### src/sv/sbr_pkg.sv
// Package: shared constants, operation and status codes, circular slot arithmetic.
package sbr_pkg;

    localparam int DEPTH      = 64;
    localparam int WORD_WIDTH = 32;
    localparam int PTR_W      = $clog2(DEPTH);
    localparam int CNT_W      = $clog2(DEPTH + 1);

    typedef logic [PTR_W-1:0]      ptr_t;
    typedef logic [CNT_W-1:0]      cnt_t;
    typedef logic [WORD_WIDTH-1:0] word_t;

    typedef enum logic [2:0] {
        MODE_PUSH   = 3'd0,
        MODE_POP    = 3'd1,
        MODE_REMOVE = 3'd2,
        MODE_PEEK   = 3'd3,
        MODE_CLEAR  = 3'd4
    } mode_t;

    typedef enum logic [1:0] {
        ST_OK    = 2'd0,
        ST_EMPTY = 2'd1,
        ST_FULL  = 2'd2
    } status_t;

    typedef struct packed {
        logic    mem_we;
        logic    mem_re;
        ptr_t    mem_addr;
        status_t status;
        cnt_t    count_next;
        ptr_t    bottom_next;
    } op_ctrl_t;

    // Wrap bottom + offset into the circular store.
    function automatic ptr_t slot(input ptr_t bottom, input cnt_t offset);
        logic [CNT_W:0] sum;
        sum = (CNT_W + 1)'(bottom) + (CNT_W + 1)'(offset);
        if (sum >= (CNT_W + 1)'(DEPTH))
        begin
            sum = sum - (CNT_W + 1)'(DEPTH);
        end
        return PTR_W'(sum);
    endfunction

endpackage

### src/sv/sbr_ram.sv
// Generic single-port synchronous RAM with registered read data.
module sbr_ram #(
    parameter int WIDTH  = 32,
    parameter int DEPTH  = 64,
    parameter int ADDR_W = 6
) (
    input  logic              clk,
    input  logic              we,
    input  logic              re,
    input  logic [ADDR_W-1:0] addr,
    input  logic [WIDTH-1:0]  wdata,
    output logic [WIDTH-1:0]  rdata
);

    logic [WIDTH-1:0] mem [DEPTH];
    logic [WIDTH-1:0] rdata_reg;

    always_ff @(posedge clk)
    begin
        if (we)
        begin
            mem[addr] <= wdata;
        end
        if (re)
        begin
            rdata_reg <= mem[addr];
        end
    end

    assign rdata = rdata_reg;

endmodule

### src/sv/sbr_decode.sv
// Operation decode: store access, status and next pointer and count.
module sbr_decode (
    input  logic [2:0]      mode,
    input  logic [6:0]      peek_position,
    input  sbr_pkg::ptr_t   bottom,
    input  sbr_pkg::cnt_t   count,
    output sbr_pkg::op_ctrl_t ctrl
);

    logic          empty;
    logic          full;
    logic          pos_out;
    sbr_pkg::cnt_t top_off;
    sbr_pkg::cnt_t pos_off;

    assign empty   = (count == '0);
    assign full    = (count == sbr_pkg::CNT_W'(sbr_pkg::DEPTH));
    assign top_off = count - sbr_pkg::CNT_W'(1);
    assign pos_off = sbr_pkg::CNT_W'(peek_position[5:0]);
    assign pos_out = (32'(peek_position[5:0]) >= 32'(count));

    always_comb
    begin
        ctrl.mem_we      = 1'b0;
        ctrl.mem_re      = 1'b0;
        ctrl.mem_addr    = sbr_pkg::slot(bottom, top_off);
        ctrl.status      = sbr_pkg::ST_OK;
        ctrl.count_next  = count;
        ctrl.bottom_next = bottom;
        unique case (mode)
            sbr_pkg::MODE_PUSH:
            begin
                ctrl.mem_addr = sbr_pkg::slot(bottom, count);
                if (full)
                begin
                    ctrl.status = sbr_pkg::ST_FULL;
                end
                else
                begin
                    ctrl.mem_we     = 1'b1;
                    ctrl.count_next = count + sbr_pkg::CNT_W'(1);
                end
            end
            sbr_pkg::MODE_POP:
            begin
                if (empty)
                begin
                    ctrl.status = sbr_pkg::ST_EMPTY;
                end
                else
                begin
                    ctrl.mem_re     = 1'b1;
                    ctrl.count_next = top_off;
                end
            end
            sbr_pkg::MODE_REMOVE:
            begin
                ctrl.mem_addr = bottom;
                if (empty)
                begin
                    ctrl.status = sbr_pkg::ST_EMPTY;
                end
                else
                begin
                    ctrl.mem_re      = 1'b1;
                    ctrl.count_next  = top_off;
                    ctrl.bottom_next = sbr_pkg::slot(bottom, sbr_pkg::CNT_W'(1));
                end
            end
            sbr_pkg::MODE_PEEK:
            begin
                if (empty)
                begin
                    ctrl.status = sbr_pkg::ST_EMPTY;
                end
                else if (peek_position[6])
                begin
                    ctrl.mem_re = 1'b1;
                end
                else if (pos_out)
                begin
                    ctrl.status = sbr_pkg::ST_EMPTY;
                end
                else
                begin
                    ctrl.mem_re   = 1'b1;
                    ctrl.mem_addr = sbr_pkg::slot(bottom, pos_off);
                end
            end
            sbr_pkg::MODE_CLEAR:
            begin
                ctrl.count_next  = '0;
                ctrl.bottom_next = '0;
            end
            default:
            begin
                ctrl.status = sbr_pkg::ST_OK;
            end
        endcase
    end

endmodule

### src/sv/stack_with_bottom_removal_unit.sv
// Top level: bounded word stack with bottom removal and indexed peek.
//
//  channel   | handshake       | payload
//  ----------+-----------------+-----------------------------------------
//  command   | start / busy    | mode, push_word, peek_position
//  result    | done (strobe)   | result_word, status, entry_count
//
// One operation per cycle: the store access is issued at the accepting edge,
// and the result strobe follows in the next cycle with the registered read data.
// busy stays low; every operation makes at most one access to the one-port store.
// Reset clears the bottom pointer and entry count; the store is not cleared.
// The receiver cannot stall; each result is shown for exactly one cycle.
module stack_with_bottom_removal_unit (
    input  logic        clk,
    input  logic        rst_n,
    input  logic        start,
    output logic        busy,
    input  logic [2:0]  mode,
    input  logic [31:0] push_word,
    input  logic [6:0]  peek_position,
    output logic        done,
    output logic [31:0] result_word,
    output logic [1:0]  status,
    output logic [6:0]  entry_count
);

    logic              accept;
    sbr_pkg::op_ctrl_t ctrl;
    sbr_pkg::word_t    rdata;

    sbr_pkg::ptr_t     bottom_reg;
    sbr_pkg::cnt_t     count_reg;
    logic              done_reg;
    logic              rd_reg;
    sbr_pkg::status_t  status_reg;

    assign busy   = 1'b0;
    assign accept = start && !busy;

    sbr_decode u_decode (
        .mode          (mode),
        .peek_position (peek_position),
        .bottom        (bottom_reg),
        .count         (count_reg),
        .ctrl          (ctrl)
    );

    sbr_ram #(
        .WIDTH  (sbr_pkg::WORD_WIDTH),
        .DEPTH  (sbr_pkg::DEPTH),
        .ADDR_W (sbr_pkg::PTR_W)
    ) u_ram (
        .clk   (clk),
        .we    (accept && ctrl.mem_we),
        .re    (accept && ctrl.mem_re),
        .addr  (ctrl.mem_addr),
        .wdata (sbr_pkg::WORD_WIDTH'(push_word)),
        .rdata (rdata)
    );

    always_ff @(posedge clk or negedge rst_n)
    begin
        if (!rst_n)
        begin
            bottom_reg <= '0;
            count_reg  <= '0;
            done_reg   <= 1'b0;
            rd_reg     <= 1'b0;
            status_reg <= sbr_pkg::ST_OK;
        end
        else
        begin
            done_reg <= accept;
            if (accept)
            begin
                bottom_reg <= ctrl.bottom_next;
                count_reg  <= ctrl.count_next;
                rd_reg     <= ctrl.mem_re;
                status_reg <= ctrl.status;
            end
        end
    end

    assign done        = done_reg;
    assign result_word = rd_reg ? 32'(rdata) : 32'd0;
    assign status      = status_reg;
    assign entry_count = 7'(count_reg);

endmodule

### config.mk
export PLATFORM = sky130hd
export DESIGN_NAME = stack_with_bottom_removal_unit
export DESIGN_NICKNAME = d
export VERILOG_FILES = /design/src/sv/sbr_pkg.sv /design/src/sv/sbr_ram.sv /design/src/sv/sbr_decode.sv /design/src/sv/stack_with_bottom_removal_unit.sv
export SDC_FILE = /design/constraint.sdc
export NUM_CORES = 2
export LEC_CHECK = 0
export BUFFER_PORTS_ARGS = -buffer_cell sky130_fd_sc_hd__buf_2
export CAP_MARGIN = 0
export CORE_MARGIN = 2
export CORE_UTILIZATION = 55
export CTS_CLUSTER_SIZE = 25
export DETAILED_ROUTE_END_ITERATION = 6
export PLACE_DENSITY_LB_ADDON = 0.15
export SLEW_MARGIN = 20
export SYNTH_ARGS = -nofsm -noshare
export SYNTH_HDL_FRONTEND = slang
export SYNTH_SLANG_ARGS = --single-unit
### constraint.sdc
create_clock -name clk -period 6.9 [get_ports clk]
set_clock_uncertainty 0.05 [all_clocks]
set_input_delay 0 -clock clk [delete_from_list [all_inputs] [get_ports clk]]
set_output_delay 0 -clock clk [all_outputs]
set_load 0.01 [all_outputs]
Word level (Yosys, flattened, before mapping)
Memory sizes are Yosys's and may differ from the RTL's. A register that Yosys moved wholly into a read port is not among the register bits.
Index checks and enable logic that the tools add are counted.
{"block": "op_classes", "add_sub_neg": 10, "multipliers": 0, "div_mod_pow": 0, "n_lt_le_gt_ge": 5, "n_eq_ne": 8, "shifts": 0, "muxes": 26, "bitwise": 0, "reduce_logical": 9}
{"cell": "$mux 32", "n": 1}
{"cell": "$mux 7", "n": 4}
{"cell": "$pmux 7 s4", "n": 1}
{"cell": "$mux 6", "n": 4}
{"cell": "$sub 6x1->6 const B", "n": 4}
{"cell": "$pmux 6 s3", "n": 1}
{"cell": "$add 6x7->8", "n": 2}
{"cell": "$ge 8x7->1 const B", "n": 2}
{"cell": "$ge 7x7->1 const B", "n": 2}
{"cell": "$mux 13", "n": 1}
{"cell": "$pmux 6 s2", "n": 1}
{"cell": "$mux 1", "n": 8}
{"cell": "$mux 8", "n": 1}
{"cell": "$add 6x1->7 const B", "n": 1}
{"cell": "$add 6x6->7", "n": 1}
{"cell": "$add 7x1->7 const B", "n": 1}
{"cell": "$eq 7x7->1 const B", "n": 1}
{"cell": "$ge 6x7->1", "n": 1}
{"cell": "$logic_not 7->1", "n": 1}
{"cell": "$sub 7x1->7 const B", "n": 1}
{"cell": "$eq 3x2->1 const B", "n": 2}
{"cell": "$ne 2x2->1 const B", "n": 3}
{"cell": "$pmux 2 s3", "n": 1}
{"cell": "$reduce_and 5->1", "n": 1}
{"cell": "10 further kinds", "n": 12}
{"block": "totals", "reg_bits": 17, "latch_bits": 0, "mem_bits_rw": 2048, "mem_bits_ro": 0, "in_bits": 45, "out_inout_bits": 43, "word_cells": 64, "n_memories": 1}
{"name": "u_ram.mem", "depth": 64, "width": 32, "rd": 1, "rd_ports_with_merged_regs": 1, "wr": 1, "line_no": "sbr_ram.sv:15", "source": "logic [WIDTH-1:0] mem [DEPTH];"}

Logic depth before layout (Yosys ltp)
{"block": "logic_depth", "depth_word": 9, "ltp_mapped": 16, "mapped_depth_nobuf": 13}

Modules after synthesis
A second synthesis with hierarchy kept.
{"block": "unflattened", "hier_cells": 4547, "hier_area_um2": 81729.6}
{"module": "sbr_ram", "instances": 1, "cells_each": 4239, "area_each_um2": 79248.5, "seq_area_each_um2": 62459.9}
{"module": "sbr_decode", "instances": 1, "cells_each": 234, "area_each_um2": 1576.5, "seq_area_each_um2": 0.0}
{"module": "stack_with_bottom_removal_unit", "instances": 1, "cells_each": 74, "area_each_um2": 904.6, "seq_area_each_um2": 425.4}

Worst setup path after synthesis
Ideal clock, no wire load.
{"block": "synth_timing", "kind": "reg2reg", "startpoint": "reg count_reg[2] (netlist: entry_count[2])", "endpoint": "reg u_ram.rdata_reg[0] (netlist: u_ram.rdata[0]) (read register of u_ram.mem), enable pin", "setup_time_ns": 0.516, "t_arrival_ns": 4.924, "required_time_ns": 6.334, "path_slack_ns": 1.410, "stages_incl_launch_ff": 10, "n_path_buf": 1, "period_less_slack_ns": 5.490, "cell_sequence": "dfrtp_1 > buf_2 > inv_1 > ha_1 > a21oi_1 > o21ai_0 > a21oi_1 > or3_1 > nor2_1 > nor4b_1"}
{"block": "synth_via", "elab_cells_between_ends": 19, "classes_between": "add/sub: 5; order compare: 3; mux: 9; reduce/logical: 2"}
{"element": "from (decl)", "line_no": "stack_with_bottom_removal_unit.sv:32", "source": "sbr_pkg::cnt_t count_reg;"}
{"element": "from (signal assigned)", "line_no": "stack_with_bottom_removal_unit.sv:77", "source": "count_reg <= ctrl.count_next;"}
{"element": "$ge 6x7->1", "line_no": "sbr_decode.sv:20", "source": "assign pos_out = (32'(peek_position[5:0]) >= 32'(count));"}
{"element": "$mux 7", "line_no": "sbr_decode.sv:80", "source": "else if (pos_out)"}
{"element": "$mux 1", "line_no": "sbr_decode.sv:76", "source": "else if (peek_position[6])"}
{"element": "$mux 7", "line_no": "sbr_decode.sv:72", "source": "if (empty)"}
{"element": "$pmux 1 s2 *", "line_no": "sbr_decode.sv:30", "source": "unique case (mode)"}
{"element": "$logic_and 1x1->1 *", "line_no": "stack_with_bottom_removal_unit.sv:55", "source": ".re (accept && ctrl.mem_re),"}
{"element": "via u_ram.re", "line_no": "sbr_ram.sv:9", "source": "input logic re,"}
{"element": "to (decl)", "line_no": "sbr_ram.sv:16", "source": "logic [WIDTH-1:0] rdata_reg;"}
The timed path passes the listed nets; every way through them passes the cells marked *.
A chain may end at the register's enable or synchronous reset.

Final worst setup path
{"block": "layout_timing", "startpoint": "reg count_reg[2] (netlist: entry_count[2])", "endpoint": "reg u_ram.rdata_reg[23] (netlist: u_ram.rdata[23]) (read register of u_ram.mem), data pin"}
{"block": "layout_via", "elab_chain_len": 8, "elab_cells_between_ends": 19, "classes_between": "add/sub: 5; order compare: 3; mux: 9; reduce/logical: 2"}
{"element": "$sub 7x1->7", "line_no": "sbr_decode.sv:18", "source": "assign top_off = count - sbr_pkg::CNT_W'(1);"}
{"element": "$add 6x7->8", "line_no": "sbr_pkg.sv:39", "source": "sum = (CNT_W + 1)'(bottom) + (CNT_W + 1)'(offset);"}
{"element": "$ge 8x7->1 / $sub 6x1->6 (equally long branches)", "line_no": "sbr_pkg.sv:40, sbr_pkg.sv:42"}
{"element": "$mux 6", "line_no": "sbr_pkg.sv:40", "source": "if (sum >= (CNT_W + 1)'(DEPTH))"}
{"element": "$mux 7", "line_no": "sbr_decode.sv:80"}
{"element": "$mux 8", "line_no": "sbr_decode.sv:76"}
{"element": "$mux 7", "line_no": "sbr_decode.sv:72"}
{"element": "$pmux 6 s3", "line_no": "sbr_decode.sv:30"}
Several ways; a longest one is shown, not always the timed one.

==> summary.md <==
| Metric | Value |
|---|---|
| Status | complete, no violations |
| First-pass GRT wire length | about 300000 um |
| M2 GR Usage | ~46% |
| Leak | approximately 29 nW |
| Fill count | 9658 |
| Synthesized area | 80100 um^2 |
| Largest net degree at the start of global routing | 114 |
| Slew Limit Fails | 0 |
| Final Critical Period | 5.81 ns |
| Vias in the first global route | about 40000 |
| DRC Markers | 0 |
| CP max stage delay | 0.65 ns |
| Area leader, netlist | edfxtp_1 |
| R2R Path End | u_ram.rdata[23] |
| Routed len/inst | approximately 36 um |
| Mapped Cells | 3520 |
| Max cap viols | 0 |
| DP HPWL | between 100000 and 150000 um |
| Most common cell after layout, fill and taps aside | edfxtp_1 |
| Antenna violations before repair | 16 |
| Highest-count cells in the layout ignoring fill and taps | 2080 x edfxtp_1, 512 x mux4_2, 201 x clkbuf_16 |
| # setup viols final | 0 |
| Buffer and inverter count on the worst path | 4 |
| Post_cts resized | 0 |
| Sequential share of the synthesized area | between 70% and 80% |
| Worst setup SP type | flip-flop |
| CP Cell Sequence | inv_1 > ha_1 > a21oi_1 > o21ai_0 > a211oi_4 > o21ai_0 > a2bb2oi_4 > buf_4 > buf_4 > buf_4 > mux4_2 > a22oi_1 > nand4_1 > or4_1 |
| Die Height | 386 um |
| Die Width | 386 um |
| Gr busiest metal | met2 |
| Setup TNS | 0 ns |
| Worst slew margin | 26.7% |
| CP endpoint kind | flip-flop |
| Critical path depth | 14 |
| Worst hold path depth | 5 |
| I/O Buffers | 86 |
| Clock Latency Late Sink | 0.83 ns |
| Synth cell types | 59 |
| Clk slew on worst S/H paths | 0.06 ns |
| Post-CTS setup buffers | 0 |
| Fmax | 172 MHz |
| Synth area leaders | edfxtp_1 78%, mux4_2 14%, a22oi_1 1.8% |
| Starting density of the core | 55.2% |
| Clock Tree Buf Depth | 3 |
| Worst r2r src | entry_count[2] |
| Worst endpoint data arrival time | ~6.3 ns |
| Main flop type after synthesis | edfxtp_1 |
| CTS buffer count | ~200 |
| Post-synth ARST share | 0.811% |
| Via-to-Cell Ratio | 6.72 |
| Gr ovfl total | 0 |
| H-tree levels | 4 |
| Min-delay src | start |
| Max Fanout on Critical Path | 42 |
| Share of the synthesized area in the top cell type | a little under 80% |
| DRT Pass-1 Iters | 5 |
| Pre-CTS WS | about 1.1 ns |
| WP data required | 7.41 ns |
| Vias | 39800 |
| CP most frequent cell | buf_4 |
| Gp weighted congestion | 0.879 |
| CP Class | reg -> reg |
| Fin nets | between 3000 and 4000 |
| Ports | 88 |
| Hold endpoint | bottom_reg[0] |
| Routing usage on met3 | 5.35% |
| Post-synth EDFFs | 2080 |
| Layout cell share with drive strength beyond 1 | 28.0% |
| Cell row count | between 100 and 150 |
| Syn Nets | 3593 |
| ANT nets after route | 0 |
| Syn. warnings | 0 |
| Die area | 149000 um^2 |
| Yosys reg bits | 2097 |
| Final period util | 84.2% |
| Area delta synth->final | 13.5% |
| Worst slew pin tran | approximately 1.1 ns |
| Core Footprint | 145000 um^2 |
| Max FFs per register | 2048 |
| Peak VDD IR | approximately 750 uV |
| FF-to-FF path depth | 14 |
| Clk Tree Root Cell | clkbuf_16 |
| Final Hold Viols | 0 |
| Worst Slack Setup Final | about 1.1 ns |
| DR iter-0 viols | 5767 |
| M1 GR Usage | 41.5% |
| CTS tree | done |
| Unrepaired setup endpoints after global routing | false |
| Slowest CP cell | buf_4 |
| Final wirelength | ~210000 um |
| Clk sinks | 2097 |
| Total Routing Usage GR | around 29% |
| Syn Area/Cell | 22.8 um^2 |
| Post-layout util | 62.7% |
| Reg2Reg Setup Slack | 1.09 ns |
| Worst path top cell family by delay | buffers and inverters |
| Number of hold buffers added after CTS | 41 |
| Power per Cell Area | 453 nW/um^2 |
| Min-Delay Path Class | in -> reg |
==> where the power goes <==
group          leakage (nW)  internal (W)  switching [W]  total (W)
Clock                  3.00       0.00582        0.00462     0.0104
Sequential             18.9        0.0145       0.000261     0.0148
Combinational          6.63       0.00665        0.00938     0.0160
==> per-layer routing <==
layer / vias up / part of all wire (%)
li1: 15800 / -
met1: 21400 / 39
met2: 2232 / 49
met3: 336 / 9.2
met4: 2 / 3.3
met5: - / 0.0052
==> worst max path at each step <==
| stage | from | endpoint | slack, ns |
|---|---|---|---|
| 3_5_place_dp | entry_count[2] | u_ram.rdata[0] | 1.05 |
| 5_1_grt | entry_count[2] | u_ram.rdata[17] | 0.81 |
| 4_1_cts | entry_count[2] | u_ram.rdata[0] | 1.03 |
| 2_1_floorplan | entry_count[2] | u_ram.rdata[0] | 1.41 |
| 3_3_place_gp | entry_count[2] | u_ram.rdata[0] | 1.10 |
| 6_report | entry_count[2] | u_ram.rdata[23] | 1.09 |
==> worst register-to-register path: stages (launching register included) <==
cell       delay, ns
dfrtp_1         0.60
inv_1           0.16
ha_1            0.33
a21oi_1         0.12
o21ai_0         0.18
a211oi_4        0.50
o21ai_0         0.30
a2bb2oi_4       0.30
buf_4           0.31
buf_4           0.60
buf_4           0.71
mux4_2          0.42
a22oi_1         0.20
nand4_1         0.21
or4_1           0.57
==> cells in the mapped netlist (8+ instances only) <==
| library cell | instances |
|---|---|
| nor2_1 | 90 |
| ha_1 | 25 |
| and2_1 | 34 |
| mux4_2 | 512 |
| or4_1 | 32 |
| a21oi_1 | 21 |
| nor4b_1 | 10 |
| dfrtp_1 | 17 |
| buf_1 | 8 |
| nor3_1 | 10 |
| nand4_1 | 35 |
| inv_1 | 18 |
| buf_4 | 12 |
| edfxtp_1 | 2080 |
| xor2_1 | 10 |
| buf_2 | 50 |
| clkbuf_1 | 111 |
| o21ai_0 | 17 |
| a22o_1 | 64 |
| nand2_1 | 57 |
| a22oi_1 | 194 |
| nand3_1 | 12 |
==> layout make-up <==
cell class	instances	area, um^2	area share (%)
clock buffers	258	5240	5.76
repair buffers	293	2440	2.68
flip-flops and latches	2097	62900	69.1
multi-input cells	1220	17000	18.7
inverters	18	67.6	0.0743
clock inverters	108	951	1.05
diodes	6	15.0	0.0165
well taps	1917	2400	2.64
==> cells by family after synthesis <==
logic type      count (synthesis)  share of synthesized area [%]
flops                        2097                           78.5
mux                           516                           14.4
compound gates                348                           3.29
simple gates                  310                           2.03
buf+inv                       203                           1.12
fa+ha+maj                      28                          0.465
xor+xnor                       17                          0.186
other cells                     1                        0.00468
==> metrics by stage <==
stage                     area (um^2)  total power [W]  instances  hold slack [ns]
after global routing            91000           0.0426       5912            0.174
after floorplan                 80100           0.0251       3520           -0.346
after global placement          84300           0.0308       5504          -0.0923
after CTS                       90900           0.0414       5911           0.0855
after detailed placement        84300           0.0311       5504          -0.0878
final                           91000           0.0412       5917            0.142
Power figures use the tool's default switching activity.
